## src/hw/rtl/mld_pkg.sv

```systemverilog
// Shared types and constants for the marker and length deframer.
package mld_pkg;

  localparam int BYTE_W     = 8;
  localparam int MARKER_W   = 32;
  localparam int LEN_W      = 10;
  localparam int WIN_BYTES  = 4;
  localparam int HEAD_BYTES = 8;

  // Configuration register indexes.
  typedef enum logic {
    REG_HEAD_MARKER = 1'b0,
    REG_TAIL_MARKER = 1'b1
  } cfg_reg_t;

  typedef enum logic [1:0] {
    ST_ACCEPTED  = 2'd0,
    ST_NO_MARKER = 2'd1,
    ST_ORDER     = 2'd2,
    ST_LENGTH    = 2'd3
  } status_t;

  typedef struct packed {
    logic [BYTE_W-1:0] payload_byte;
    logic              is_verdict;
    status_t           frame_status;
    logic [LEN_W-1:0]  payload_length;
  } result_t;

  // Up to two results per input item; when only one is present it is in first.
  typedef struct packed {
    logic    first_en;
    logic    second_en;
    result_t first;
    result_t second;
  } push_t;

endpackage

```

## src/hw/rtl/mld_core.sv

```systemverilog
// Per-datagram framing state: marker search, length capture, payload window, verdict.
module mld_core #(
  parameter int MAX_DATAGRAM = 1024
) (
  input  logic                           clk,
  input  logic                           rst,
  input  logic                           step,
  input  logic [mld_pkg::BYTE_W-1:0]     data_byte,
  input  logic                           end_of_datagram,
  input  logic [mld_pkg::MARKER_W-1:0]   head_marker,
  input  logic [mld_pkg::MARKER_W-1:0]   tail_marker,
  output mld_pkg::push_t                 push
);

  localparam int IDX_W = $clog2(MAX_DATAGRAM + 1);

  logic [mld_pkg::MARKER_W-1:0] byte_window;
  logic [IDX_W-1:0]             byte_index;
  logic [IDX_W-1:0]             head_start;
  logic [IDX_W-1:0]             tail_start;
  logic                         head_seen;
  logic                         tail_seen;
  logic [mld_pkg::MARKER_W-1:0] length_field;
  logic [IDX_W-1:0]             forwarded_count;

  logic [mld_pkg::MARKER_W-1:0] byte_window_next;
  logic [IDX_W-1:0]             byte_index_next;
  logic [IDX_W-1:0]             head_start_next;
  logic [IDX_W-1:0]             tail_start_next;
  logic                         head_seen_next;
  logic                         tail_seen_next;
  logic [mld_pkg::MARKER_W-1:0] length_field_next;
  logic [IDX_W-1:0]             forwarded_count_next;

  logic                         active;
  logic                         in_body;
  logic                         fwd;
  logic [IDX_W:0]               idx_ext;
  logic [IDX_W-1:0]             span;
  mld_pkg::status_t             status;
  mld_pkg::result_t             pay_res;
  mld_pkg::result_t             ver_res;

  always_comb begin
    active  = byte_index < IDX_W'(MAX_DATAGRAM);
    idx_ext = {1'b0, byte_index};

    // The byte leaving the window sits at byte_index-4; it is payload when it
    // lies at or past head+8 and before the tail, if the tail has been found.
    in_body = (idx_ext >= ({1'b0, head_start} + (IDX_W+1)'(mld_pkg::HEAD_BYTES
                + mld_pkg::WIN_BYTES)))
              && (!tail_seen
                  || idx_ext < ({1'b0, tail_start} + (IDX_W+1)'(mld_pkg::WIN_BYTES)));
    fwd = step && active && head_seen && in_body;

    byte_window_next     = byte_window;
    byte_index_next      = byte_index;
    head_start_next      = head_start;
    tail_start_next      = tail_start;
    head_seen_next       = head_seen;
    tail_seen_next       = tail_seen;
    length_field_next    = length_field;
    forwarded_count_next = forwarded_count + IDX_W'(fwd);

    if (step && active) begin
      byte_window_next = {data_byte, byte_window[mld_pkg::MARKER_W-1:mld_pkg::BYTE_W]};
      if (byte_index >= IDX_W'(mld_pkg::WIN_BYTES - 1)) begin
        if (!head_seen && byte_window_next == head_marker) begin
          head_seen_next  = 1'b1;
          head_start_next = byte_index - IDX_W'(mld_pkg::WIN_BYTES - 1);
        end
        if (!tail_seen && byte_window_next == tail_marker) begin
          tail_seen_next  = 1'b1;
          tail_start_next = byte_index - IDX_W'(mld_pkg::WIN_BYTES - 1);
        end
      end
      // A head found on this very byte cannot end its length field here too.
      if (head_seen
          && idx_ext == {1'b0, head_start} + (IDX_W+1)'(mld_pkg::HEAD_BYTES - 1)) begin
        length_field_next = byte_window_next;
      end
      byte_index_next = byte_index + IDX_W'(1);
    end

    span = tail_start_next - head_start_next - IDX_W'(mld_pkg::HEAD_BYTES);
    priority if (!head_seen_next || !tail_seen_next) begin
      status = mld_pkg::ST_NO_MARKER;
    end else if (head_start_next >= tail_start_next) begin
      status = mld_pkg::ST_ORDER;
    end else if (({1'b0, tail_start_next} <
                  {1'b0, head_start_next} + (IDX_W+1)'(mld_pkg::HEAD_BYTES))
                 || length_field_next != mld_pkg::MARKER_W'(span)) begin
      status = mld_pkg::ST_LENGTH;
    end else begin
      status = mld_pkg::ST_ACCEPTED;
    end

    pay_res.payload_byte   = byte_window[mld_pkg::BYTE_W-1:0];
    pay_res.is_verdict     = 1'b0;
    pay_res.frame_status   = mld_pkg::ST_ACCEPTED;
    pay_res.payload_length = '0;

    ver_res.payload_byte   = '0;
    ver_res.is_verdict     = 1'b1;
    ver_res.frame_status   = status;
    ver_res.payload_length = (status == mld_pkg::ST_ACCEPTED)
                             ? mld_pkg::LEN_W'(forwarded_count_next) : '0;

    push.first_en  = fwd || (step && end_of_datagram);
    push.second_en = fwd && step && end_of_datagram;
    push.first     = fwd ? pay_res : ver_res;
    push.second    = ver_res;
  end

  always_ff @(posedge clk) begin
    if (rst || (step && end_of_datagram)) begin
      byte_window     <= '0;
      byte_index      <= '0;
      head_start      <= '0;
      tail_start      <= '0;
      head_seen       <= 1'b0;
      tail_seen       <= 1'b0;
      length_field    <= '0;
      forwarded_count <= '0;
    end else if (step) begin
      byte_window     <= byte_window_next;
      byte_index      <= byte_index_next;
      head_start      <= head_start_next;
      tail_start      <= tail_start_next;
      head_seen       <= head_seen_next;
      tail_seen       <= tail_seen_next;
      length_field    <= length_field_next;
      forwarded_count <= forwarded_count_next;
    end
  end

endmodule

```

## src/hw/rtl/mld_fifo.sv

```systemverilog
// Four-entry result queue taking up to two results per cycle and giving one.
module mld_fifo (
  input  logic             clk,
  input  logic             rst,
  input  mld_pkg::push_t   push,
  output logic             room,
  output logic             result_valid,
  input  logic             result_stall,
  output mld_pkg::result_t head
);

  localparam int DEPTH = 4;
  localparam int PTR_W = $clog2(DEPTH);

  mld_pkg::result_t mem [DEPTH];
  logic [PTR_W-1:0] wr_ptr;
  logic [PTR_W-1:0] rd_ptr;
  logic [PTR_W:0]   count;
  logic [PTR_W:0]   count_next;
  logic             pop;

  always_comb begin
    room         = count <= (PTR_W+1)'(DEPTH - 2);
    result_valid = count != '0;
    pop          = result_valid && !result_stall;
    head         = mem[rd_ptr];
    count_next   = count + (PTR_W+1)'(push.first_en) + (PTR_W+1)'(push.second_en)
                   - (PTR_W+1)'(pop);
  end

  always_ff @(posedge clk) begin
    if (push.first_en) begin
      mem[wr_ptr] <= push.first;
    end
    if (push.second_en) begin
      mem[wr_ptr + PTR_W'(1)] <= push.second;
    end
  end

  always_ff @(posedge clk) begin
    if (rst) begin
      wr_ptr <= '0;
      rd_ptr <= '0;
      count  <= '0;
    end else begin
      wr_ptr <= wr_ptr + PTR_W'(push.first_en) + PTR_W'(push.second_en);
      rd_ptr <= rd_ptr + PTR_W'(pop);
      count  <= count_next;
    end
  end

endmodule

```

## src/hw/rtl/marker_length_deframer.sv

```systemverilog
// Top level of the head-marker, length and tail-marker datagram deframer.
//
// Usage: datagram bytes enter one per item on the byte channel (byte_valid,
// byte_stall, data_byte, end_of_datagram). Results leave on the result
// channel (result_valid, result_stall and the four result fields). A byte
// that lies between the length field and the tail marker comes out as a
// tentative payload item four bytes later; the last byte of a datagram also
// produces a verdict item, after any payload item of the same byte.
// The head and tail markers are to be written through the configuration port
// while the block is idle; the block itself does not enforce this. Index 0 is
// the head marker, index 1 the tail marker. A byte that is taken waits in the
// input register until the result queue has room; its results are then
// written into the queue, whose head is offered to the receiver.
// Throughput: one byte per cycle while the result queue has room, set by
// the single pass from the input register through the framing logic into
// the four-entry result queue; the output side drains one item per cycle
// while not stalled, and a closing byte that also releases payload gives two items.
// Reset clears both markers, all per-datagram state and the queue.
// When the receiver stalls, the queue fills; once it cannot take two more
// results the input register holds its byte and byte_stall rises.
module marker_length_deframer #(
  parameter int MAX_DATAGRAM = 1024
) (
  input  logic                         clk,
  input  logic                         rst,
  input  logic                         byte_valid,
  output logic                         byte_stall,
  input  logic [mld_pkg::BYTE_W-1:0]   data_byte,
  input  logic                         end_of_datagram,
  output logic                         result_valid,
  input  logic                         result_stall,
  output logic [mld_pkg::BYTE_W-1:0]   payload_byte,
  output logic                         is_verdict,
  output logic [1:0]                   frame_status,
  output logic [mld_pkg::LEN_W-1:0]    payload_length,
  input  logic                         cfg_write,
  input  logic                         cfg_index,
  input  logic [mld_pkg::MARKER_W-1:0] cfg_data
);

  logic [mld_pkg::MARKER_W-1:0] head_marker;
  logic [mld_pkg::MARKER_W-1:0] tail_marker;

  // Input register: holds one byte until the queue has room for its results.
  logic                       item_valid;
  logic [mld_pkg::BYTE_W-1:0] item_byte;
  logic                       item_last;

  logic             room;
  logic             step;
  logic             accept;
  mld_pkg::push_t   push;
  mld_pkg::result_t head;

  assign step       = item_valid && room;
  assign byte_stall = item_valid && !room;
  assign accept     = byte_valid && !byte_stall;

  always_ff @(posedge clk) begin
    if (rst) begin
      head_marker <= '0;
      tail_marker <= '0;
    end else if (cfg_write) begin
      unique case (cfg_index)
        mld_pkg::REG_HEAD_MARKER: head_marker <= cfg_data;
        mld_pkg::REG_TAIL_MARKER: tail_marker <= cfg_data;
        default:                  head_marker <= head_marker;
      endcase
    end
  end

  always_ff @(posedge clk) begin
    if (rst) begin
      item_valid <= 1'b0;
    end else if (accept) begin
      item_valid <= 1'b1;
    end else if (step) begin
      item_valid <= 1'b0;
    end
  end

  always_ff @(posedge clk) begin
    if (accept) begin
      item_byte <= data_byte;
      item_last <= end_of_datagram;
    end
  end

  mld_core #(
    .MAX_DATAGRAM(MAX_DATAGRAM)
  ) u_core (
    .clk             (clk),
    .rst             (rst),
    .step            (step),
    .data_byte       (item_byte),
    .end_of_datagram (item_last),
    .head_marker     (head_marker),
    .tail_marker     (tail_marker),
    .push            (push)
  );

  mld_fifo u_fifo (
    .clk          (clk),
    .rst          (rst),
    .push         (push),
    .room         (room),
    .result_valid (result_valid),
    .result_stall (result_stall),
    .head         (head)
  );

  assign payload_byte   = head.payload_byte;
  assign is_verdict     = head.is_verdict;
  assign frame_status   = head.frame_status;
  assign payload_length = head.payload_length;

endmodule

```

## config.mk

```make
export PLATFORM = sky130hd
export DESIGN_NAME = marker_length_deframer
export DESIGN_NICKNAME = d
export VERILOG_FILES = /design/src/hw/rtl/mld_pkg.sv /design/src/hw/rtl/mld_core.sv /design/src/hw/rtl/mld_fifo.sv /design/src/hw/rtl/marker_length_deframer.sv
export SDC_FILE = /design/constraint.sdc
export NUM_CORES = 1
export LEC_CHECK = 0
export BUFFER_PORTS_ARGS = -buffer_cell sky130_fd_sc_hd__buf_2
export CAP_MARGIN = 20
export CORE_MARGIN = 3
export CORE_UTILIZATION = 62
export DETAILED_ROUTE_END_ITERATION = 16
export GPL_TIMING_DRIVEN = 0
export PLACE_DENSITY = 0.76
export SYNTH_ARGS = -nofsm -noshare
export SYNTH_HDL_FRONTEND = slang
export SYNTH_SLANG_ARGS = --single-unit
```

## constraint.sdc

```tcl
create_clock -name clk -period 6.3 [get_ports clk]
set_input_delay 0.315 -clock clk [delete_from_list [all_inputs] [get_ports clk]]
set_output_delay 0.315 -clock clk [all_outputs]
set_load 0.01 [all_outputs]
```

Word level (Yosys, flattened, before mapping)
Memories as Yosys holds them, arrays and structs flattened. A register that Yosys moved wholly into a read port is not among the register bits.
Cells that the tools add are included.
{ "totals": {"ff_bits": 191, "ram_bits": 84, "inputBits": 47, "out_inout_bits": 23, "wordCells": 103, "mem_count": 1} }
{ "memory_table": {"columns": ["name", "words", "word_bits", "rd", "rd_clocked_by_memory_dff", "wr", "line", "text"], "rows": [
  ["u_fifo.mem", 4, 21, 1, 1, 2, "mld_fifo.sv:15", "mld_pkg::result_t mem [DEPTH];"]
]} }
{ "classes": {"add_sub_neg": 16, "order_cmp": 7, "n_eq_ne": 4, "muxes": 26, "bitwise": 1, "reduce_logical": 32} }
{ "ops": {"columns": ["operator", "n"], "rows": [
  ["11-bit two-way mux", 6],
  ["32-bit == test", 2],
  ["32-bit two-way mux", 2],
  ["32-bit by 11-bit inequality test with 1-bit output", 1],
  ["11-bit by 3-bit adder with 12-bit output, second input constant", 2],
  ["11-bit by 4-bit adder with 12-bit output, second input constant", 2],
  ["11-bit by 12-bit less-than comparator with 1-bit output", 2],
  ["21-bit two-way mux", 1],
  ["1-bit logical AND", 14],
  ["11-bit by 12-bit == test with 1-bit output", 1],
  ["11-bit by 12-bit >= comparator with 1-bit output", 1],
  ["1-bit two-way mux", 12],
  ["11-bit by 1-bit adder with 11-bit output", 1],
  ["11-bit by 1-bit adder with 11-bit output, second input constant", 1],
  ["11-bit >= comparator", 1],
  ["11-bit by 2-bit >= comparator with 1-bit output, second input constant", 1],
  ["11-bit less-than comparator, second input constant", 1],
  ["11-bit subtractor", 1],
  ["11-bit by 2-bit subtractor with 11-bit output, second input constant", 1],
  ["11-bit by 4-bit subtractor with 11-bit output, second input constant", 1],
  ["10-bit two-way mux", 1],
  ["2-bit two-way mux", 4],
  ["1-bit logical NOT", 7],
  ["2-bit by 1-bit adder with 2-bit output", 3],
  ["other kinds (10)", 17]
]} }

Longest topological paths before layout
{ "depth": {"ltp_word": 15, "depth_mapped": 24, "depth_no_buf": 21} }

By module
Synthesis repeated with hierarchy kept, for this count alone.
{ "unflattened": {"hier_cells": 1612, "area_unflattened_um2": 16130.5} }
{ "modules_own_cells": {"columns": ["module", "n_inst", "cells_per_inst", "area_per_inst_um2", "seq_area_each_um2"], "rows": [
  ["mld_core", 1, 1109, 8664.6, 2182.1],
  ["mld_fifo", 1, 244, 4460.5, 2662.6],
  ["marker_length_deframer", 1, 259, 3005.4, 1571.5]
]} }

Worst setup path after synthesis
OpenSTA, ideal clock, no wires.
{ "synth_timing": {"path_type": "reg-to-reg", "start": "reg u_core.byte_index[1]", "end": "mem u_fifo.mem[3][10] (netlist name), data pin", "setup_ns": 0.278, "arrival_ns": 5.276, "required_ns": 6.022, "slack_ns": 0.746, "path_stages_with_launch": 20, "n_path_buf": 2, "period_less_slack_ns": 5.554, "cell_sequence": "dfxtp_1 ha_1 clkbuf_1 nor4_1 nor4_1 nor2b_1 clkbuf_1 mux2i_1 ha_1 ha_1 ha_1 a211oi_2 o31ai_1 a211oi_1 o2bb2ai_1 a2111o_1 a211oi_1 o21bai_1 nor4_4 o22ai_1"} }
{ "synth_lines": {"columns": ["element", "line", "text"], "rows": [
  ["start, declared", "mld_core.sv:18", "logic [IDX_W-1:0] byte_index;"],
  ["start signal, assigned", "mld_core.sv:127", "byte_index <= byte_index_next;"],
  ["end, declared", "mld_fifo.sv:15", null]
]} }

==> flow_metrics.py <==
metrics = {
    "outcome": {
        "status": "finished, final reports clean",
    },
    "setup_path": {
        "r2r_end": "u_fifo.mem[1][0]$_DFFE_PP_",
        "path_delay_family": "simple AND/OR/NAND/NOR gates",
        "criticalPathCategory": "reg2reg",
        "r2r_slack_ps": 210,
        "critPathMaxFanout": 10,
        "cp-end-kind": "register",
        "cp_slowest_stage_delay_ps": 520,
        "crit_buf_inv": 6,
        "r2r_start": "u_core.byte_window[15]$_SDFFE_PP0P_",
        "cp.required_ps": 6660,
        "crit_chain": "buf_2, xor2_1, nor4_2, nand4_1, nor4_4, nor2b_4, buf_6, mux2i_2, ha_1, inv_1, fa_1, buf_2, inv_1, a21o_1, a22o_1, o31ai_1, nor2_1, nor4b_1, mux2_2, nand4b_4, buf_6, nor4_1",
        "cp_data_arrival_time_ps": 6460,
        "cp_slowest_cell": "fa_1",
        "cp-start-kind": "register",
        "cp-startpoint": "u_core.byte_window[15]$_SDFFE_PP0P_",
        "ff2ff_path_depth": 22,
    },
    "timing": {
        "slew_violations": 0,
        "tightest_slew_ps": 1005,
        "fmax_ghz": 0.1641,
        "hold_violations": 0,
        "fin_skew_ps": 24.65,
        "fin_crit_sh": 0.9670,
        "relSlewSlack": 0.3274,
        "setup_slack_ps": 207.7,
        "finalCriticalPeriod_ps": 6092,
        "finalSetupViolations": 0,
    },
    "drt": {
        "drtAntennaViolNets": 0,
        "drt-initial-drc-count": 1078,
        "dr.pass1.iters": 5,
        "routed_wl_um": 41720,
        "wl_per_cell_um": 19.58,
        "avgViaCountPerCell": 6.066,
        "vias": 12930,
        "drc": 0,
    },
    "power": {
        "power_frac_comb": 0.145,
        "power_uw": 4258,
        "internal_power_uw": 3090,
        "clkPwrFrac": 0.400,
        "seq_power_share": 0.455,
        "irDropWorstVdd_uv": 248.1,
        "p_sw_frac": 0.2744,
        "p_leak_uw": 0.006795,
        "power_density_mw_per_mm2": 248.2,
        "p_switching_uw": 1168,
    },
    "yosys": {
        "synth_commonest_cells": "327 x nand2_1, 217 x dfxtp_1, 151 x a21oi_1",
        "yosysMostFrequentCell": "nand2_1",
        "ys_seq_area_frac": 0.4029,
        "synth_cells": 1669,
        "ys.flop_type": "dfxtp_1",
        "netlist_area_sq_mm": 0.01503,
        "ys_ff_latch": 274,
        "syn_nets": 1792,
        "synth-edff-count": 57,
        "synth_warnings": 0,
        "yosys.area.top_type": "dfxtp_1",
        "yosysTopAreaCellShare": 0.2890,
        "synth_cell_type_count": 88,
        "synth_area_leaders": "dfxtp_1 29%, edfxtp_1 11%, nand2_1 8.2%",
        "syn_avg_cell_area_sq_um": 9.007,
        "async_flop_share": 0,
    },
    "final_layout": {
        "finish.utilization": 0.7244,
        "antennaDiodeCount": 0,
        "area_growth_pct": 14.13,
        "drive_above_1_share": 0.1319,
        "layout.nets": 1914,
        "instances_no_fill": 2131,
        "fill_cells": 1888,
        "design_area_sq_mm": 0.01716,
    },
    "floorplanning": {
        "rows": 56,
        "ios": 70,
        "die_area_sq_mm": 0.02615,
        "fp.dieW_um": 161.7,
        "core_sq_mm": 0.02368,
        "die_y_um": 161.7,
        "start_util": 0.6347,
    },
    "global_routing": {
        "grt_pass1_wl_um": 66040,
        "antenna_found_initial": 0,
        "track_usage": 0.3129,
        "grt_pass1_vias": 12500,
        "grt_max_degree": 16,
        "grt-ovfl-total": 0,
    },
    "clocking": {
        "cts_tree": "yes",
        "clock_sink_count": 274,
        "cts_buffers": 29,
        "clockBufferDepth": 3,
        "clk_pin_slew_ps": 60,
        "htree_levels": 1,
        "clock-root-buffer": "clkbuf_16",
        "insertion_delay_ps": 560,
    },
    "worst_hold_path": {
        "hold_end": "tail_marker[24]$_SDFFE_PP0P_",
        "hold_class": "in2reg",
        "hold_depth": 3,
        "hp-start": "cfg_data[24]",
    },
    "flow_run": {
        "drv_cap": 0,
    },
    "place": {
        "dp.cells": 2056,
        "dp_hpwl_um": 30930,
        "post-place-ws_ps": -1026,
        "place_congestion": 0.9338,
        "dpl_cell_area_sq_mm": 0.01577,
        "numPortBuffers": 68,
    },
}
[routing by layer]
layer	part of all wire	global-route usage	vias up	wire length [um]
li1	-	-	6101	-
met1	0.43	0.4308	6204	18030
met2	0.46	0.5104	519	19360
met3	0.068	0.04055	103	2837
met4	0.036	0.1152	0	1490
met5	0	0	-	0
[timing repair]
action                                  CTS  global route
pin swaps                                 2             4
endpoints found under the hold margin    28             0
endpoints found under the setup margin   48            48
hold buffers                             23             0
gates resized for setup                  10            30
setup buffers                             2             4
[layout make-up]
| type | count | area [sq um] | area share |
|---|---|---|---|
| Multi-Input combinational cell | 1215 | 8399 | 0.4896 |
| Buffer | 101 | 461.7 | 0.02691 |
| Inverter | 73 | 274.0 | 0.01597 |
| Clock buffer | 44 | 863.3 | 0.05032 |
| Tap cell | 319 | 399.1 | 0.02326 |
| Sequential cell | 274 | 6056 | 0.3530 |
| Timing Repair Buffer | 97 | 615.6 | 0.03588 |
| Clock inverter | 8 | 87.58 | 0.005105 |
[worst max-delay path by stage]
| stage | depth (start not counted) | end | slack (ps) |
|---|---|---|---|
| after floorplan | 19 | u_fifo.mem[3][10]$_DFFE_PP_ | 750 |
| final | 22 | u_fifo.mem[1][0]$_DFFE_PP_ | 210 |
| after CTS | 20 | u_fifo.mem[1][0]$_DFFE_PP_ | 1 |
| after detailed placement | 19 | u_fifo.mem[3][10]$_DFFE_PP_ | -1030 |
| after global routing | 22 | u_fifo.mem[1][0]$_DFFE_PP_ | -30 |
| after global placement | 20 | u_fifo.mem[3][10]$_DFFE_PP_ | -970 |
[flip-flops by register name, indices dropped and copies added, names as in the netlist, 10 cells and up]
| register | cells |
|---|---|
| u_fifo.mem | 84 |
| head_marker | 32 |
| tail_marker | 32 |
| u_core.byte_window | 32 |
| u_core.length_field | 32 |
| u_core.byte_index | 11 |
| u_core.head_start | 11 |
| u_core.tail_start | 11 |
| u_core.forwarded_count | 10 |
[power by group through the flow]
stage | combinational, uW | sequential [uW] | clock (uW)
CTS | 606 | 1930 | 1710
finish | 617 | 1940 | 1700
global route | 675 | 1940 | 1790
detailed placement | 589 | 1970 | 0
floorplan | 405 | 1940 | 0
global placement | 575 | 1970 | 0
[worst register-to-register path, cell delays in order (launching register included)]
cell,delay [ps]
dfxtp_1,310
buf_2,240
xor2_1,150
nor4_2,360
nand4_1,240
nor4_4,400
nor2b_4,250
buf_6,200
mux2i_2,340
ha_1,210
inv_1,60
fa_1,520
buf_2,210
inv_1,120
a21o_1,210
a22o_1,260
o31ai_1,290
nor2_1,120
nor4b_1,390
mux2_2,270
nand4b_4,190
buf_6,220
nor4_1,320
[cells in the final DEF (no fill, tap or decap), types with 17 or more instances in the layout]
cell | netlist | layout
a21oi_1 | 151 | 151
a22o_1 | 17 | 17
buf_2 | 15 | 83
clkbuf_1 | 78 | 78
clkbuf_16 | 0 | 30
dfxtp_1 | 217 | 217
dlygate4sd3_1 | 0 | 23
edfxtp_1 | 57 | 57
ha_1 | 67 | 67
inv_1 | 72 | 72
mux4_2 | 21 | 21
nand2_1 | 327 | 327
nand3_1 | 29 | 29
nor2_1 | 86 | 86
nor2b_1 | 19 | 17
nor4_1 | 56 | 49
nor4_2 | 20 | 26
xnor2_1 | 39 | 38
xor2_1 | 106 | 105
[metrics by stage]
stage | hold slack, ps | setup TNS (ps)
6_report | 18.31 | 0
5_1_grt | 12.38 | -90.25
4_1_cts | 3.764 | 0
3_5_place_dp | 439.1 | -39870
3_3_place_gp | 430.3 | -36490
2_1_floorplan | 413.9 | 0
[cells by family (layout without fill, tap and decap cells)]
family | after synthesis | count (layout) | synth area share
AOI/OAI and AO/OA | 309 | 309 | 0.1372
xor gates and xnor gates | 145 | 145 | 0.08448
adders and majority gates | 76 | 76 | 0.06775
buffers and inverters | 180 | 323 | 0.04969
DFF | 274 | 274 | 0.4029
muxes | 46 | 46 | 0.04836
and+or+nand+nor | 639 | 639 | 0.2097
(Power assumes the default switching activity.)
